<file path="config.mk">
export PLATFORM = sky130hd
export DESIGN_NAME = sorted_double_ended_priority_queue_core
export DESIGN_NICKNAME = d
export VERILOG_FILES = /design/src/hw/rtl/sdpq_pkg.sv /design/src/hw/rtl/sdpq_cell.sv /design/src/hw/rtl/sorted_double_ended_priority_queue_core.sv
export VERILOG_INCLUDE_DIRS = /design/src /design/src/hw/rtl
export SDC_FILE = /design/constraint.sdc
export NUM_CORES = 2
export LEC_CHECK = 0
export BUFFER_PORTS_ARGS = -buffer_cell sky130_fd_sc_hd__buf_2
export CAP_MARGIN = 20
export CORE_MARGIN = 10
export CORE_UTILIZATION = 50
export DETAILED_ROUTE_END_ITERATION = 16
export GPL_ROUTABILITY_DRIVEN = 0
export PLACE_DENSITY_LB_ADDON = 0.08
export SKIP_CTS_REPAIR_TIMING = 1
export SLEW_MARGIN = 20
export SYNTH_ARGS = -nofsm -noshare
export SYNTH_HDL_FRONTEND = slang
export SYNTH_SLANG_ARGS = --single-unit
</file>
<file path="constraint.sdc">
create_clock -name clk_i -period 4.8 [get_ports clk_i]
set_input_delay 0.24 -clock clk_i [delete_from_list [all_inputs] [get_ports clk_i]]
set_output_delay 0.24 -clock clk_i [all_outputs]
set_load 0.01 [all_outputs]
</file>
<file path="src/hw/rtl/sorted_double_ended_priority_queue_core_macros.svh">
// assertion macros for the sorted double-ended priority queue core
// bodies refer to clk_i and rst_ni of the module that uses them
`ifndef SORTED_DOUBLE_ENDED_PRIORITY_QUEUE_CORE_MACROS_SVH
`define SORTED_DOUBLE_ENDED_PRIORITY_QUEUE_CORE_MACROS_SVH

`ifndef SYNTHESIS
// expression holds at every clock edge out of reset
`define SDPQ_ASSERT(label, expr, msg) \
  label: assert property (@(posedge clk_i) disable iff (!rst_ni) (expr)) else $error(msg);
// consequent holds in the cycle after the antecedent
`define SDPQ_ASSERT_NEXT(label, ante, cons, msg) \
  label: assert property (@(posedge clk_i) disable iff (!rst_ni) (ante) |=> (cons)) \
    else $error(msg);
`else
`define SDPQ_ASSERT(label, expr, msg)
`define SDPQ_ASSERT_NEXT(label, ante, cons, msg)
`endif

`endif

</file>
<file path="src/hw/rtl/sdpq_pkg.sv">
// shared types and codes for the sorted double-ended priority queue
// no dependencies
`default_nettype none

package sdpq_pkg;

  localparam int unsigned DataW = 32;

  localparam logic [1:0] CMD_INSERT  = 2'd0;
  localparam logic [1:0] CMD_DEL_MIN = 2'd1;
  localparam logic [1:0] CMD_DEL_MAX = 2'd2;

  localparam logic [1:0] ST_OK    = 2'd0;
  localparam logic [1:0] ST_EMPTY = 2'd1;
  localparam logic [1:0] ST_FULL  = 2'd2;

  // broadcast from the top level to every cell
  typedef struct packed {
    logic                    insert;
    logic                    shift_down;
    logic signed [DataW-1:0] key;
  } cell_ctrl_t;

endpackage

`default_nettype wire

</file>
<file path="src/hw/rtl/sdpq_cell.sv">
// one storage cell of the sorted chain
// depends on sdpq_pkg
`default_nettype none

module sdpq_cell import sdpq_pkg::*; (
  input  wire logic                    clk_i,
  input  wire cell_ctrl_t              ctrl_i,
  input  wire logic                    occ_i,
  input  wire logic                    left_occ_i,
  input  wire logic                    left_ge_i,
  input  wire logic signed [DataW-1:0] left_entry_i,
  input  wire logic signed [DataW-1:0] right_entry_i,
  output logic                         ge_o,
  output logic signed [DataW-1:0]      entry_o
);

  logic signed [DataW-1:0] entry_q, entry_d;
  logic                    first_free;

  assign ge_o       = occ_i && ($signed(entry_q) >= $signed(ctrl_i.key));
  assign first_free = !occ_i && left_occ_i;
  assign entry_o    = entry_q;

  always_comb begin
    entry_d = entry_q;
    if (ctrl_i.insert) begin
      // left neighbor moves up when the new key lands at or before it
      if (left_ge_i) begin
        entry_d = left_entry_i;
      end else if (ge_o || first_free) begin
        entry_d = ctrl_i.key;
      end
    end else if (ctrl_i.shift_down) begin
      entry_d = right_entry_i;
    end
  end

  always_ff @(posedge clk_i) begin
    entry_q <= entry_d;
  end

endmodule

`default_nettype wire

</file>
<file path="src/hw/rtl/sorted_double_ended_priority_queue_core.sv">
// top level of the sorted double-ended priority queue: a chain of sdpq_cell
// depends on sdpq_pkg, sdpq_cell and the core macros header
//
// Holds up to CAPACITY signed 32-bit values in ascending order, one value
// per cell. A command (command_i, value_i) is taken at a rising edge where
// start_i is high and busy_o is low. busy_o stays low: every cell compares
// its value against the broadcast key and shifts in the same cycle, so a
// new command may follow every cycle.
// Insert places the value in sorted order; delete-min shifts the whole
// chain down by one cell; delete-max drops the last held value.
// Each command gives one result in the cycle after acceptance: done_o is high
// for exactly one cycle with status_o, removed_value_o and entry_count_o.
// The receiver cannot stall; results must be taken on the strobe.
// Throughput 1 command per cycle, set by the compare and shift in every cell.
// Reset empties the store (count to zero); cell contents are not cleared
// and are never read before being written.
`default_nettype none
`include "sorted_double_ended_priority_queue_core_macros.svh"

module sorted_double_ended_priority_queue_core import sdpq_pkg::*; #(
  parameter int unsigned CAPACITY = 16
) (
  input  wire logic                    clk_i,
  input  wire logic                    rst_ni,
  input  wire logic                    start_i,
  input  wire logic [1:0]              command_i,
  input  wire logic signed [DataW-1:0] value_i,
  output logic                         busy_o,
  output logic                         done_o,
  output logic [1:0]                   status_o,
  output logic signed [DataW-1:0]      removed_value_o,
  output logic [4:0]                   entry_count_o
);

  localparam int unsigned CntW = $clog2(CAPACITY + 1);

  logic [CntW-1:0]         cnt_q, cnt_d;
  logic                    done_q;
  logic [1:0]              status_q, status_d;
  logic signed [DataW-1:0] removed_q, removed_d;

  logic [CAPACITY-1:0]     occ;
  logic [CAPACITY-1:0]     ge;
  logic [CAPACITY-1:0]     last_hit;
  logic signed [DataW-1:0] entry [CAPACITY];
  logic [CntW+4:0]         cnt_ext;

  logic       accept, is_full, is_empty;
  logic       do_ins, do_del_min, do_del_max;
  cell_ctrl_t ctrl;
  logic signed [DataW-1:0] max_val;

  assign busy_o   = 1'b0;
  assign accept   = start_i && !busy_o;
  assign is_full  = (cnt_q == CntW'(CAPACITY));
  assign is_empty = (cnt_q == '0);

  assign do_ins     = accept && (command_i == CMD_INSERT) && !is_full;
  assign do_del_min = accept && (command_i == CMD_DEL_MIN) && !is_empty;
  assign do_del_max = accept && (command_i == CMD_DEL_MAX) && !is_empty;

  assign ctrl.insert     = do_ins;
  assign ctrl.shift_down = do_del_min;
  assign ctrl.key        = value_i;

  genvar gi;
  generate
    for (gi = 0; gi < CAPACITY; gi++) begin : g_cell
      assign occ[gi] = (cnt_q > CntW'(gi));
      if (gi == CAPACITY - 1) begin : g_last
        assign last_hit[gi] = occ[gi];
      end else begin : g_mid
        assign last_hit[gi] = occ[gi] && !occ[gi+1];
      end

      if (gi == 0) begin : g_head
        sdpq_cell u_cell (
          .clk_i        (clk_i),
          .ctrl_i       (ctrl),
          .occ_i        (occ[gi]),
          .left_occ_i   (1'b1),
          .left_ge_i    (1'b0),
          .left_entry_i (ctrl.key),
          .right_entry_i(entry[(CAPACITY > 1) ? 1 : 0]),
          .ge_o         (ge[gi]),
          .entry_o      (entry[gi])
        );
      end else if (gi == CAPACITY - 1) begin : g_tail
        sdpq_cell u_cell (
          .clk_i        (clk_i),
          .ctrl_i       (ctrl),
          .occ_i        (occ[gi]),
          .left_occ_i   (occ[gi-1]),
          .left_ge_i    (ge[gi-1]),
          .left_entry_i (entry[gi-1]),
          .right_entry_i(entry[gi]),
          .ge_o         (ge[gi]),
          .entry_o      (entry[gi])
        );
      end else begin : g_body
        sdpq_cell u_cell (
          .clk_i        (clk_i),
          .ctrl_i       (ctrl),
          .occ_i        (occ[gi]),
          .left_occ_i   (occ[gi-1]),
          .left_ge_i    (ge[gi-1]),
          .left_entry_i (entry[gi-1]),
          .right_entry_i(entry[gi+1]),
          .ge_o         (ge[gi]),
          .entry_o      (entry[gi])
        );
      end
    end
  endgenerate

  // and-or select of the last held value
  always_comb begin
    max_val = '0;
    for (int i = 0; i < CAPACITY; i++) begin
      max_val = max_val | (entry[i] & {DataW{last_hit[i]}});
    end
  end

  always_comb begin
    cnt_d     = cnt_q;
    status_d  = ST_OK;
    removed_d = '0;
    if (accept) begin
      case (command_i)
        CMD_INSERT: begin
          if (is_full) begin
            status_d = ST_FULL;
          end else begin
            cnt_d = cnt_q + CntW'(1);
          end
        end
        CMD_DEL_MIN, CMD_DEL_MAX: begin
          if (is_empty) begin
            status_d = ST_EMPTY;
          end else begin
            cnt_d     = cnt_q - CntW'(1);
            removed_d = do_del_min ? entry[0] : max_val;
          end
        end
        default: begin
          status_d = ST_OK;
        end
      endcase
    end
  end

  always_ff @(posedge clk_i or negedge rst_ni) begin
    if (!rst_ni) begin
      cnt_q  <= '0;
      done_q <= 1'b0;
    end else begin
      cnt_q  <= cnt_d;
      done_q <= accept;
    end
  end

  always_ff @(posedge clk_i) begin
    status_q  <= status_d;
    removed_q <= removed_d;
  end

  assign cnt_ext         = {5'd0, cnt_q};
  assign done_o          = done_q;
  assign status_o        = status_q;
  assign removed_value_o = removed_q;
  assign entry_count_o   = cnt_ext[4:0];

  `SDPQ_ASSERT(a_cnt_bound, cnt_q <= CntW'(CAPACITY), "count above capacity")
  `SDPQ_ASSERT_NEXT(a_one_result, accept, done_o, "accepted item without result")
  `SDPQ_ASSERT_NEXT(a_empty_flag, accept && is_empty && (command_i == CMD_DEL_MIN ||
    command_i == CMD_DEL_MAX), status_o == ST_EMPTY && cnt_q == '0, "empty delete mishandled")
  `SDPQ_ASSERT_NEXT(a_full_keep, accept && is_full && command_i == CMD_INSERT,
    status_o == ST_FULL && cnt_q == CntW'(CAPACITY), "full insert changed count")
  `SDPQ_ASSERT(a_min_le_next, !(occ[0] && (CAPACITY > 1) && occ[(CAPACITY > 1) ? 1 : 0]) ||
    (entry[0] <= entry[(CAPACITY > 1) ? 1 : 0]), "head cells out of order")

endmodule

`default_nettype wire

</file>
==> flow_summary.yaml <==
yosys:
  netlist.area_leader.share_pct: 37.3
  ys_types: 76
  ys_warn_count: 0
  synth_ff_type: "edfxtp_1"
  synthCells: 4352
  syn_area_per_cell_sq_um: 9.47
  synth.area.top_cells: "edfxtp_1, ha_1, o211ai_1, nand2_1, nand3_1"
  synth-seq-cells: 552
  async_flop_share_pct: 1.09
  yosys.area.top_type: "edfxtp_1"
  post-synth-top-count-cell: "nand2_1"
  ys_top_cells_by_count: "nand2_1, ha_1, edfxtp_1"
  syn_nets: 4910
  syn-cell-area_sq_um: 41200
  yosysSeqAreaShare_pct: 39.3
  synth_edf_count: 512
finish:
  nFillCells: 7246
  final_core_utilization_pct: 56.6
  fin_nets: 4922
  areaGrowthSynthToFinish_pct: 12.4
  post-route-cell-area_sq_um: 46300
  antennaDiodeCount: 0
  final_layout_size_suffix_gt1_share_pct: 9.48
power:
  fin_total_pwr_mw: 20.4
  powerDensity_nw_per_um2: 440
  power_leakage_nw: 18.0
  vdd_drop_max_uv: 429
drt:
  drc: 0
  drtIter0Drc: 5745
  totalWireLength_microns: 184000
  via_per_inst: 7.20
  route.detailed.wl_per_inst_microns: 33.5
  first_pass_iters: 7
  ant_nets: 0
  vias: 39500
clock_tree:
  worstSkewPairLatency_ps: 650
  cts_buffers: 68
  cts_tree: "yes"
  cts_sinks: 552
  path_clk_slew_ps: 60
  htreeDepth: 3
  clock_path_buffers: 3
  ctsRootBufferMaster: "clkbuf_16"
floorplanning:
  core-area_sq_um: 81800
  start_util_pct: 50.3
  die_x_microns: 307
  die_y_microns: 307
  num_rows: 105
  dieArea_sq_um: 94300
  pin_count: 78
status:
  violations: "hold timing"
  status: "finished, violations left"
timing:
  relSlewSlack_pct: 15.9
  finalCriticalPeriod_ps: 4620
  fin_tns_setup_ps: 0
  setup_viol: 0
  holdWs_ps: -43.2
  tightest_slew_ps: 1260
  fin_skew_ps: 38.2
  fin_crit_sh_pct: 96.2
  hold_viol_final: 10
  drv_slew: 0
  timing.fmax_mhz: 216
  rsz0062_at_grt: "false"
grt:
  grtUsageTotal_pct: 37.7
  grt_pass1_wl_microns: 263000
  antenna_found_initial: 5
  grt_overflow_total: 0
  grt_pass1_vias: 37300
  grt_max_degree: 97
setup_path:
  crit_family: "buffers and inverters"
  end_kind: "register"
  cp_max_fo: 32
  path_cells: "dlygate4sd3_1 -> buf_2 -> inv_1 -> buf_4 -> ha_1 -> nand4_1 -> nor4_2 -> o21ai_0 -> a21oi_4 -> nor4_1 -> nor2_4 -> buf_4"
  required_ps: 5050
  cp_num_buf_inv: 5
  critPathSlowestCell: "nor4_2"
  max_stage_delay_ps: 920
  worstPathArrival_ps: 4870
  path_class: "in2reg"
  start_kind: "primary input"
  cpMostUsedCell: "buf_4"
placed_design:
  hpwl_microns: 128000
  io_buffers: 76
  dpl_cell_area_sq_um: 43700
flow_run:
  maxCapViolations: 0
worst_hold_path:
  hp-class: "in2reg"
[placed cells by master (no fill, tap or decap), types with 11 or more instances in the layout]
| cell type | netlist | final |
|---|---|---|
| nand2_1 | 648 | 645 |
| ha_1 | 521 | 520 |
| edfxtp_1 | 512 | 512 |
| nand3_1 | 370 | 368 |
| o211ai_1 | 359 | 359 |
| a21oi_1 | 235 | 220 |
| nor2_1 | 187 | 172 |
| buf_4 | 2 | 136 |
| a221oi_1 | 123 | 123 |
| o21ai_0 | 122 | 121 |
| a21o_1 | 116 | 116 |
| nand4_1 | 101 | 101 |
| nor3_1 | 91 | 87 |
| a211oi_1 | 78 | 77 |
| buf_2 | 55 | 76 |
| clkbuf_16 | 0 | 71 |
| inv_1 | 69 | 69 |
| a221o_1 | 63 | 63 |
| a22o_1 | 57 | 57 |
| a31oi_1 | 39 | 38 |
| mux2i_1 | 37 | 37 |
| dfxtp_1 | 34 | 34 |
| mux2_1 | 30 | 30 |
| dlygate4sd3_1 | 0 | 30 |
| and3_1 | 29 | 29 |
| buf_12 | 0 | 26 |
| a22oi_1 | 19 | 18 |
| a21oi_4 | 0 | 16 |
| nor4_1 | 17 | 16 |
| clkbuf_1 | 230 | 16 |
| nand2b_1 | 14 | 14 |
| nor2_4 | 0 | 14 |
| nor2b_1 | 14 | 13 |
| and4_1 | 13 | 13 |
| o221ai_1 | 12 | 12 |
| xor2_1 | 11 | 11 |
[routing by layer]
layer	track usage, %	wire (microns)	vias up
met5	0	19	-
met4	30.4	17400	4
met3	7.56	20200	767
met2	56.6	78400	2875
met1	46.8	67600	18800
li1	-	-	17100
[cell families (layout without fill, tap and decap cells)]
logic type      count (synthesis)  in the layout  synth area share (%)
mux                            70             70                  1.80
other cells                     1              1               0.00910
simple gates                 1512           1512                  16.7
xor+xnor                       17             17                 0.361
fa+ha+maj                     521            521                  15.8
compound gates               1282           1282                  22.2
flops                         552            552                  39.3
buf+inv                       397            464                  3.82
[per-stage QoR]
step                      setup slack [ps]  cells
after global placement                76.0   5333
after floorplan                        389   4352
after CTS                              440   5459
after global routing                   160   5489
after detailed placement               442   5334
final                                  180   5489
[path summary, 6_finish.rpt]
check | startpoint | end | slack (ps) | depth (start not counted)
setup reg to reg | g_cell[8].g_body.u_cell.entry_o[31] | g_cell[8].g_body.u_cell.entry_o[21] | 260 | 10
hold / removal | value_i[24] | g_cell[15].g_tail.u_cell.entry_o[24] | -40 | 2
hold reg to reg | g_cell[15].g_tail.u_cell.entry_o[21] | g_cell[14].g_body.u_cell.entry_o[21] | 620 | 2
setup / recovery | value_i[26] | g_cell[12].g_body.u_cell.entry_o[16] | 180 | 12
max in group asynchronous | rst_ni | entry_count_o[1] | 4640 | 2
min in group asynchronous | rst_ni | done_o | -20 | 2
[area by class of cell]
type / instances / area [sq um] / share of cell area, %
Tap cell: 1070 / 1340 / 2.89
Timing Repair Buffer: 269 / 2250 / 4.86
Multi-Input combinational cell: 3403 / 23900 / 51.6
Inverter: 70 / 263 / 0.567
Clock buffer: 94 / 1930 / 4.17
Clock inverter: 31 / 437 / 0.943
Sequential cell: 552 / 16200 / 35.0
[state kept, by name, indices dropped and copies added, names as in the netlist]
register,cells
g_cell.g_tail.u_cell.entry_o,32
removed_value_o,32
g_cell.g_body.u_cell.entry_o,448
status_o,2
done_o,1
g_cell.g_head.u_cell.entry_o,32
entry_count_o,5
[power by group]
part	switching [mW]	internal, mW	leakage, nW
Combinational	5.58	2.35	11.7
Sequential	0.764	6.02	5.14
Clock	2.28	3.37	1.16
Total	8.62	11.7	18.0
(Power assumes the default switching activity.)
